### config.mk
export PLATFORM = sky130hd
export DESIGN_NAME = stb_queue
export DESIGN_NICKNAME = d
export VERILOG_FILES = /design/src/hw/rtl/scrolling_text_row_buffer_macros.svh /design/src/hw/rtl/stb_pkg.sv /design/src/hw/rtl/stb_queue.sv
export SDC_FILE = /design/constraint.sdc
export NUM_CORES = 1
export LEC_CHECK = 0
export BUFFER_PORTS_ARGS = -buffer_cell sky130_fd_sc_hd__buf_2
export CORE_MARGIN = 10
export CORE_UTILIZATION = 30
export DETAILED_ROUTE_END_ITERATION = 10
export GPL_ROUTABILITY_DRIVEN = 0
export PLACE_DENSITY = 0.57
export SYNTH_ARGS = -nofsm -noshare
export SYNTH_HDL_FRONTEND = slang
export SYNTH_SLANG_ARGS = --single-unit
### constraint.sdc
create_clock -name i_clk -period 9.8 [get_ports i_clk]
set_clock_uncertainty 0.2 [all_clocks]
set_input_delay 1.47 -clock i_clk [delete_from_list [all_inputs] [get_ports i_clk]]
set_output_delay 1.47 -clock i_clk [all_outputs]
set_load 0.01 [all_outputs]
### src/hw/rtl/scrolling_text_row_buffer_macros.svh
// assertion macros used by the row buffer back end
`ifndef SCROLLING_TEXT_ROW_BUFFER_MACROS_SVH
`define SCROLLING_TEXT_ROW_BUFFER_MACROS_SVH

// same-cycle implication, checked out of reset
`define STB_ASSERT_IMPLY(label, clk, rst_n, ante, cons) \
    label: assert property (@(posedge clk) disable iff (!rst_n) (ante) |-> (cons)) \
        else $error("row buffer check failed");

// next-cycle implication, checked out of reset
`define STB_ASSERT_NEXT(label, clk, rst_n, ante, cons) \
    label: assert property (@(posedge clk) disable iff (!rst_n) (ante) |=> (cons)) \
        else $error("row buffer check failed");

`endif

### src/hw/rtl/stb_pkg.sv
// shared types, codes and constants of the scrolling text row buffer
package stb_pkg;

    localparam int CHAR_W       = 8;
    localparam int IDX_W        = 10;
    localparam int DEF_NUM_ROWS = 16;
    localparam int DEF_NUM_COLS = 64;
    localparam int Q_DEPTH      = 2;

    localparam logic [CHAR_W-1:0] NEWLINE_CODE = 8'd10;
    localparam logic [CHAR_W-1:0] SPACE_CODE   = 8'd32;

    typedef enum logic [1:0] {
        OP_PUT,
        OP_NEWLINE,
        OP_READ
    } t_op;

    typedef struct packed {
        t_op               op;
        logic [CHAR_W-1:0] ch;
        logic [IDX_W-1:0]  idx;
    } t_cmd;

    typedef struct packed {
        logic valid;
        t_cmd cmd;
    } t_push;

    // number of shifted copies of total that fit below lim, i.e. reduction steps
    function automatic int mod_steps(input int total, input int lim);
        int n;
        n = 0;
        for (int i = 0; i <= IDX_W; i++) begin
            if ((total << i) < lim) begin
                n = n + 1;
            end
        end
        return n;
    endfunction

endpackage

### src/hw/rtl/stb_queue.sv
// short command queue between the front end and the back end
module stb_queue (
    input  logic           i_clk,
    input  logic           i_rst_n,
    input  stb_pkg::t_push i_push,
    input  logic           i_pop,
    output logic           o_valid,
    output stb_pkg::t_cmd  o_cmd,
    output logic           o_full
);
    import stb_pkg::*;

    localparam int PTR_W = (Q_DEPTH > 1) ? $clog2(Q_DEPTH) : 1;
    localparam int CNT_W = $clog2(Q_DEPTH + 1);
    localparam logic [PTR_W-1:0] PTR_LAST = PTR_W'(Q_DEPTH - 1);

    t_cmd             r_data [Q_DEPTH];
    logic [PTR_W-1:0] r_wr_ptr;
    logic [PTR_W-1:0] r_rd_ptr;
    logic [CNT_W-1:0] r_count;
    logic             do_push;
    logic             do_pop;

    assign do_push = i_push.valid && (r_count != CNT_W'(Q_DEPTH));
    assign do_pop  = i_pop && (r_count != '0);

    always_ff @(posedge i_clk) begin
        if (!i_rst_n) begin
            r_wr_ptr <= '0;
            r_rd_ptr <= '0;
            r_count  <= '0;
        end else begin
            if (do_push) begin
                r_data[r_wr_ptr] <= i_push.cmd;
                r_wr_ptr         <= (r_wr_ptr == PTR_LAST) ? '0 : r_wr_ptr + 1'b1;
            end
            if (do_pop) begin
                r_rd_ptr <= (r_rd_ptr == PTR_LAST) ? '0 : r_rd_ptr + 1'b1;
            end
            if (do_push && !do_pop) begin
                r_count <= r_count + 1'b1;
            end else if (do_pop && !do_push) begin
                r_count <= r_count - 1'b1;
            end
        end
    end

    assign o_valid = (r_count != '0);
    assign o_cmd   = r_data[r_rd_ptr];
    assign o_full  = (r_count == CNT_W'(Q_DEPTH));

endmodule

==> flow_summary.ini, run 1 <==
[run_status]
status = complete, no violations

[setup_path]
cp_data_arrival_time_ps = 1770
crit_buf_inv = 1
crit_slowest_cell = dfxtp_1
timing.rr.end = r_data[1][9]$_DFFE_PP_
cp-start-kind = register
max_stage_delay_ps = 900
timing.rr.start = r_count[0]$_SDFFE_PN0P_
critPathKind = reg2out
rr_worst_depth = 3
worst-r2r-setup-slack_ps = 7740
path_delay_family = flip-flops
endpoint_kind = output pin
path_cells = mux2_2, buf_2
cp_max_fo = 20
worstPathRequired_ps = 8130

[logic_synthesis]
synth_area_um2 = 1670
ys_warn_count = 0
netlist_instances = 87
ys_seq_area_frac = 0.777
ys_types = 18
avgSynthCellArea_um2 = 19.2
syn_nets = 112
ys_ff_latch = 45

[global_route]
grt_pass1_wl_mm = 5.00
grtUsageTotal = 0.0746
grt-ovfl-total = 0
first_global_vias = 1020
antenna_found_initial = 0
grt_max_degree = 21

[routing]
drc = 0
wl_met1_mm = 1.15
antenna_left = 0
vias = 906
wl_met3_um = 271
vias_per_cell = 4.29
routed_wl_mm = 3.23
dr.pass1.iters = 4
drt_iter0_drc = 68
highest_layer = met4
wl_met2_mm = 1.76
wl_per_cell_um = 15.3

[clocking]
clkSinkCount = 45
cts.clk_slew.worst_paths_ps = 80
cts_resized = 0
post_cts_buffers = 0
clk_latency_ps = 290
cts.hold.buffers_added = 0
cts_root_buf = clkbuf_8
clockBufferDepth = 2
cts_max_level = 2
cts_made_buffers = 5
cts_tree = yes

[power_and_ir_drop]
leakage_nw = 0.779
power_density_nw_per_um2 = 237
vdd_drop_max_v = 0.0000799

[timing]
slew_headroom = 0.372
post-route-period-util = 0.351
drv_slew = 0
finalSetupViolCount = 0
max_freq_mhz = 291
finalHoldViolCount = 0
tightest_slew_ps = 942
layout_min_cycle_time_ps = 3440
rsz0062_at_grt = no
fin_setup_tns_ps = 0

[finish]
final_core_util = 0.384
layout_common_cells = buf_2, edfxtp_1, mux2_2, dfxtp_1, clkbuf_8
final_common_cell = buf_2
drive_gt1_frac = 0.540
num_antenna_cells = 0
fillers = 530
areaGrowthSynthToFinish_pct = 25.4
fin_nets = 163

[hold_path]
hold_depth = 2
hold_path.class = reg2reg
min_to = r_wr_ptr$_SDFFE_PN0P_
hold_start = r_wr_ptr$_SDFFE_PN0P_

[placed_design]
port_buffers = 45
place_hpwl_mm = 2.34

[die]
die_y_um = 94.7
start_util = 0.306
num_rows = 27
core_um2 = 5470
ioPinCount = 46
die_x_um = 94.7
die-area_um2 = 8970

[run]
maxCapViolations = 0
[synth_stat cells (all sizes together)]
master / number / area [µm²]
and3: 1 / 6.26
mux2: 20 / 225
dfxtp: 5 / 100
xor2: 1 / 8.76
buf: 2 / 10.0
inv: 1 / 3.75
a21boi: 2 / 15.0
nor4b: 1 / 8.76
edfxtp: 40 / 1200
ha: 1 / 12.5
nor2b: 1 / 8.76
and2: 3 / 18.8
xnor2: 2 / 17.5
o21ai: 3 / 15.0
nor2: 1 / 3.75
or3: 2 / 12.5
or2: 1 / 6.26
[worst register-to-register path: stages (launching register included)]
cell     delay (ps)
dfxtp_1         440
nor2b_2         100
nor2_1          140
and3_1          800
[per-stage QoR]
step                      power, W  area [µm²]  hold WS (ps)  std cells  setup slack, ps
final                     0.000497        2100           314        211             6360
after detailed placement  0.000375        1990           302        203             6630
after floorplan           0.000328        1670           266         87             5430
after CTS                 0.000508        2100           316        211             6280
after global routing      0.000526        2100           349        211             6180
after global placement    0.000371        1990           293        203             6650
[layer usage]
| layer | vias to the layer above | GRT usage |
|---|---|---|
| met4 | 0 | 0.0337 |
| met5 | - | 0 |
| li1 | 432 | - |
| met3 | 5 | 0.0397 |
| met1 | 442 | 0.0740 |
| met2 | 27 | 0.127 |
[area by class of cell]
class / count / area (µm²) / share of cell area
clock buffers: 6 / 72.6 / 0.0346
flip-flops and latches: 45 / 1300 / 0.620
repair buffers: 46 / 233 / 0.111
clock inverters: 2 / 33.8 / 0.0161
well taps: 72 / 90.1 / 0.0429
inverters: 1 / 3.75 / 0.00179
multi-input cells: 39 / 365 / 0.174
[cell families (layout without fill, tap and decap cells)]
kind of cell             count (synthesis)  count (layout)  synth area share
flip-flops                              45              45             0.777
multiplexers                            20              20             0.135
AND/OR/NAND/NOR                         10              10            0.0389
AO/OA/AOI/OAI                            5               5            0.0179
XOR/XNOR                                 3               3            0.0157
buffers and inverters                    3              55           0.00822
adder cells (fa/ha/maj)                  1               1           0.00747
[how the worst max path moves through the flow]
| stage | startpoint | to | slack [ps] | cells past startpoint |
|---|---|---|---|---|
| after floorplan | i_push[20] | r_data[0][0]$_DFFE_PP_ | 5430 | 2 |
| after global placement | register | o_cmd[4] | 6650 | 2 |
| after detailed placement | i_push[20] | r_data[1][11]$_DFFE_PP_ | 6630 | 4 |
| after CTS | register | o_cmd[4] | 6280 | 2 |
| after global routing | register | o_cmd[4] | 6180 | 2 |
| final | register | o_cmd[4] | 6360 | 2 |
[sequential cells by signal, indices dropped and copies added (netlist names), named ones only]
name,cells
r_rd_ptr,1
r_data,40
r_wr_ptr,1
r_count,2
[report_power, final]
| group | leakage (nW) | switching [W] | internal, W |
|---|---|---|---|
| Clock | 0.0528 | 0.0000556 | 0.0000752 |
| Combinational | 0.318 | 0.0000532 | 0.0000630 |
| Sequential | 0.408 | 0.0000195 | 0.000231 |
| Total | 0.779 | 0.000128 | 0.000369 |
No activity file was read; power rests on OpenSTA's default activity.
==> run 2, diff against run 1 <==
==> constraint.sdc (replaced) <==
create_clock -name i_clk -period 3.51 [get_ports i_clk]
set_clock_uncertainty 0.2 [all_clocks]
set_input_delay 0.5265 -clock i_clk [delete_from_list [all_inputs] [get_ports i_clk]]
set_output_delay 0.5265 -clock i_clk [all_outputs]
set_load 0.01 [all_outputs]
==> flow_summary.ini, run 2 (same netlist as run 1, synthesis figures left out) <==
[routing]
wl_met3_um = 240
vias = 896
dr.pass1.iters = 4
wl_met2_mm = 1.65
drt_iter0_drc = 19
drc = 0
highest_layer = met4
wl_per_cell_um = 14.6
antenna_left = 0
vias_per_cell = 4.27
routed_wl_mm = 3.06
wl_met1_mm = 1.10

[setup_path]
timing.rr.start = r_count[0]$_SDFFE_PN0P_
crit_buf_inv = 1
critical_path.endpoint = o_cmd[16]
max_stage_delay_ps = 920
path_cells = mux2_2, buf_2
endpoint_kind = output pin
cp_max_fo = 20
rr_worst_depth = 3
crit_slowest_cell = dfxtp_1
timing.rr.end = r_data[1][5]$_DFFE_PP_
cp_data_arrival_time_ps = 1780
critPathKind = reg2out
worstSetupPathDepth = 2
path_delay_family = flip-flops
worstPathRequired_ps = 2780
worst-r2r-setup-slack_ps = 1490
cp-start-kind = register

[finish]
largest_register_ffs = 40
layout_common_cells = buf_2, edfxtp_1, mux2_2, dfxtp_1, clkbuf_8
top_regs = r_data x40, r_count x2
fillers = 527
final_common_cell = buf_2
areaGrowthSynthToFinish_pct = 25.3
final_cells = 210
drive_gt1_frac = 0.551
final_core_util = 0.383
largest-register = r_data
num_antenna_cells = 0
fin_nets = 163

[timing]
layout_min_cycle_time_ps = 2500
fin_setup_tns_ps = 0
drv_slew = 0
max_freq_mhz = 400
slew_headroom = 0.393
finalSetupViolCount = 0
tightest_slew_ps = 909
finalHoldViolCount = 0
rsz0062_at_grt = no
post-route-period-util = 0.713

[clocking]
cts.clk_slew.worst_paths_ps = 80
clk_latency_ps = 280
cts_resized = 0
cts_made_buffers = 5
cts_max_level = 2
clockBufferDepth = 2
cts.hold.buffers_added = 0
cts_root_buf = clkbuf_8
cts_tree = yes
clkSinkCount = 45
post_cts_buffers = 0

[global_route]
first_global_vias = 997
grt_pass1_wl_mm = 4.63
antenna_found_initial = 0
grt_max_degree = 21
grtUsageTotal = 0.0694
grt-ovfl-total = 0

[die]
die_x_um = 94.7
start_util = 0.306
die_y_um = 94.7
core_um2 = 5470
num_rows = 27
die-area_um2 = 8970
ioPinCount = 46

[placed_design]
place_hpwl_mm = 2.25
port_buffers = 45
dpl.cell_count = 203

[power_and_ir_drop]
vdd_drop_max_v = 0.000206
power_density_nw_per_um2 = 658
leakage_nw = 0.780
power_w = 0.00138

[run]
maxCapViolations = 0

[hold_path]
hold_path.class = in2reg

[run_status]
status = complete, no violations
-- run 2: changes by cell type in the layout (fill, tap and decap cells not counted) --
cell      previous run  this run
clkbuf_1             1         0
clkinv_1             1         0
clkinv_2             0         1
-- run 2: how the worst min path moves through the flow --
| stage | end | cells after the start | slack (ps) | start |
|---|---|---|---|---|
| 4_1_cts | r_data[0][11]$_DFFE_PP_ | 1 | 210 | i_push[11] |
| 5_1_grt | r_data[0][11]$_DFFE_PP_ | 1 | 200 | i_push[11] |
| 6_report | r_data[1][11]$_DFFE_PP_ | 1 | 230 | i_push[11] |
| 3_5_place_dp | r_count[1]$_SDFFE_PN0P_ | 2 | 310 | r_count[1]$_SDFFE_PN0P_ |
| 2_1_floorplan | r_wr_ptr$_SDFFE_PN0P_ | 2 | 270 | r_wr_ptr$_SDFFE_PN0P_ |
| 3_3_place_gp | r_wr_ptr$_SDFFE_PN0P_ | 2 | 290 | r_wr_ptr$_SDFFE_PN0P_ |
-- run 2: area by class of cell --
class / instances / area (µm²) / area share
clock buffers: 5 / 68.8 / 0.0328
clock inverters: 2 / 35.0 / 0.0167
flip-flops and latches: 45 / 1300 / 0.621
inverters: 1 / 3.75 / 0.00179
multi-input cells: 39 / 365 / 0.174
repair buffers: 46 / 233 / 0.111
well taps: 72 / 90.1 / 0.0430
-- run 2: power breakdown --
part / switching, W / internal [W]
clock network: 0.000151 / 0.000207
logic: 0.000148 / 0.000176
registers: 0.0000543 / 0.000644
-- run 2: metrics by stage --
step                worst slack, ps  hold slack, ps  instance area, µm²
finish                         1010             225                2100
global route                    887             205                2100
CTS                             952             211                2100
detailed placement             1280             305                1990
global placement               1310             288                1990
floorplan                      85.1             266                1670
-- run 2: per-layer routing --
layer / vias to the layer above / track usage
met4: 0 / 0.0374
met1: 431 / 0.0647
met3: 6 / 0.0333
li1: 429 / -
met5: - / 0
met2: 30 / 0.123
==> run 3, diff against run 2 <==
--- a/config.mk
+++ b/config.mk
@@ -5,12 +5,13 @@
 export SDC_FILE = /design/constraint.sdc
 export NUM_CORES = 1
 export LEC_CHECK = 0
+export ABC_AREA = 1
 export BUFFER_PORTS_ARGS = -buffer_cell sky130_fd_sc_hd__buf_2
 export CORE_MARGIN = 10
 export CORE_UTILIZATION = 30
 export DETAILED_ROUTE_END_ITERATION = 10
 export GPL_ROUTABILITY_DRIVEN = 0
-export PLACE_DENSITY = 0.57
+export PLACE_DENSITY = 0.58
 export SYNTH_ARGS = -nofsm -noshare
 export SYNTH_HDL_FRONTEND = slang
 export SYNTH_SLANG_ARGS = --single-unit
==> constraint.sdc (replaced) <==
create_clock -name i_clk -period 2.3 [get_ports i_clk]
set_clock_uncertainty 0.2 [all_clocks]
set_input_delay 0.345 -clock i_clk [delete_from_list [all_inputs] [get_ports i_clk]]
set_output_delay 0.345 -clock i_clk [all_outputs]
set_load 0.01 [all_outputs]
==> flow_summary.ini, run 3 <==
[routing]
drc = 0
antenna_left = 0
vias_per_cell = 4.17
dr.pass1.iters = 2
wl_per_cell_um = 14.7
routed_wl_mm = 3.35
drt_iter0_drc = 38
vias = 951

[finish]
largest_register_ffs = 40
num_antenna_cells = 0
design_area_um2 = 2160
fin_nets = 180
final_common_cell = buf_2
drive_gt1_frac = 0.538
areaGrowthSynthToFinish_pct = 26.0
layout_common_cells = buf_2, edfxtp_1, mux2_2, nand2_1, inv_1
largest-register = r_data
top_regs = r_data x40, r_count x2

[setup_path]
cp_max_fo = 10
endpoint_kind = output pin
critPathKind = reg2out
max_stage_delay_ps = 360
crit_slowest_cell = mux2_2
path_cells = buf_4, mux2_2, buf_2
cp_data_arrival_time_ps = 1330
cp-start-kind = register
worstSetupPathDepth = 3
path_delay_family = multiplexers
worstPathRequired_ps = 1750
rr_worst_depth = 5
crit_buf_inv = 2

[logic_synthesis]
synth_edf_count = 40
ys_top_cells_by_area = edfxtp_1, mux2_2, dfxtp_1
ys_types = 20
async_flop_share = 0
syn_nets = 126
ys_seq_area_frac = 0.759
avgSynthCellArea_um2 = 17.0
yosysMostFrequentCell = edfxtp_1
ys_warn_count = 0
synth_area_um2 = 1720
netlist_instances = 101
ys_ff_latch = 45
yosysTopAreaCell = edfxtp_1
synth_top_area_share = 0.700
ys.flop_type = edfxtp_1
synthTopCellsByCount = edfxtp_1, mux2_2, nand2_1

[clocking]
clkSinkCount = 45
cts_made_buffers = 5
cts_tree = yes
cts_root_buf = clkbuf_8
clockBufferDepth = 2
cts_resized = 0
cts.clk_slew.worst_paths_ps = 80
cts_max_level = 2
post_cts_buffers = 0
cts.hold.buffers_added = 0
clk_latency_ps = 290

[placed_design]
port_buffers = 45
place_hpwl_mm = 2.48
place_area_um2 = 2050
pre_cts_slack_ps = 706

[timing]
fin_setup_tns_ps = 0
fin_ws_ps = 426
slew_headroom = 0.808
hold_ws_ps = 38.0
finalHoldViolCount = 0
post-route-period-util = 0.815
rsz0062_at_grt = no
tightest_slew_ps = 285
drv_slew = 0
finalSetupViolCount = 0
layout_min_cycle_time_ps = 1870
max_freq_mhz = 533

[power_and_ir_drop]
vdd_drop_max_v = 0.000374
power_density_nw_per_um2 = 983
leakage_nw = 0.829

[global_route]
grtUsageMet2 = 0.127
first_global_vias = 1065
grtUsageTotal = 0.0751
grt_max_degree = 21
grt.busiest_layer = met2
grt_pass1_wl_mm = 5.09
grtUsageMet1 = 0.0725
grt-ovfl-total = 0
antenna_found_initial = 0
grtUsageMet3 = 0.0401

[die]
die_x_um = 95.6
num_rows = 27
die-area_um2 = 9140
die_y_um = 95.6
ioPinCount = 46
core_um2 = 5540
start_util = 0.310

[run]
maxCapViolations = 0

[hold_path]
hold_depth = 1
hold_path.class = in2reg

[run_status]
status = complete, no violations
==> run 3: cell count changes after synthesis, moves of 2 or more <==
cell and delta:
xnor2_1 -2, and2_1 -3, nor2_1 +4, inv_2 +2
inv_1 +6, buf_2 -2, buf_6 +2, nand2_1 +8
or3_1 -2, a21boi_1 -2
==> run 3: final timing paths <==
check                                             start                 endpoint  slack [ps]
worst max-delay path                           register                 o_cmd[6]         430
worst min-delay path                         i_push[13]  r_data[0][13]$_DFFE_PP_          40
worst max register to register  r_count[0]$_SDFFE_PN0P_   r_data[0][3]$_DFFE_PP_         720
worst min register to register    r_wr_ptr$_SDFFE_PN0P_    r_wr_ptr$_SDFFE_PN0P_         290
==> run 3: logic make-up (layout without fill, tap and decap cells) <==
family / Yosys count / after routing / share of synthesized area
adder cells (fa/ha/maj): 1 / 1 / 0.00729
AND/OR/NAND/NOR: 19 / 19 / 0.0518
flip-flops: 45 / 45 / 0.759
AO/OA/AOI/OAI: 5 / 5 / 0.0182
multiplexers: 20 / 20 / 0.131
buffers and inverters: 11 / 66 / 0.0328
==> run 3: cell type report <==
class                   count  area (µm²)
clock inverters             3        41.3
flip-flops and latches     45        1300
well taps                  72        90.1
clock buffers               5        68.8
repair buffers             49         255
inverters                   9        33.8
fillers                   546        3380
multi-input cells          45         372
==> run 3: metal layers <==
layer / up-vias / part of all wire
li1: 470 / -
met1: 446 / 0.36
met2: 29 / 0.51
met3: 6 / 0.10
met4: 0 / 0.023
met5: - / 0
==> run 3: metrics by stage <==
step	power (W)	instances	utilization
floorplan	0.00139	101	-
global placement	0.00157	220	0.370
finish	0.00213	228	0.390
detailed placement	0.00159	220	0.370
CTS	0.00217	228	0.390
global route	0.00225	228	0.390
==> run 3: where the power goes <==
part	leakage (nW)	internal, W	total, W	switching (W)
clock network	0.0518	0.000319	0.000571	0.000251
registers	0.408	0.000982	0.00102	0.0000361
logic	0.370	0.000241	0.000537	0.000297
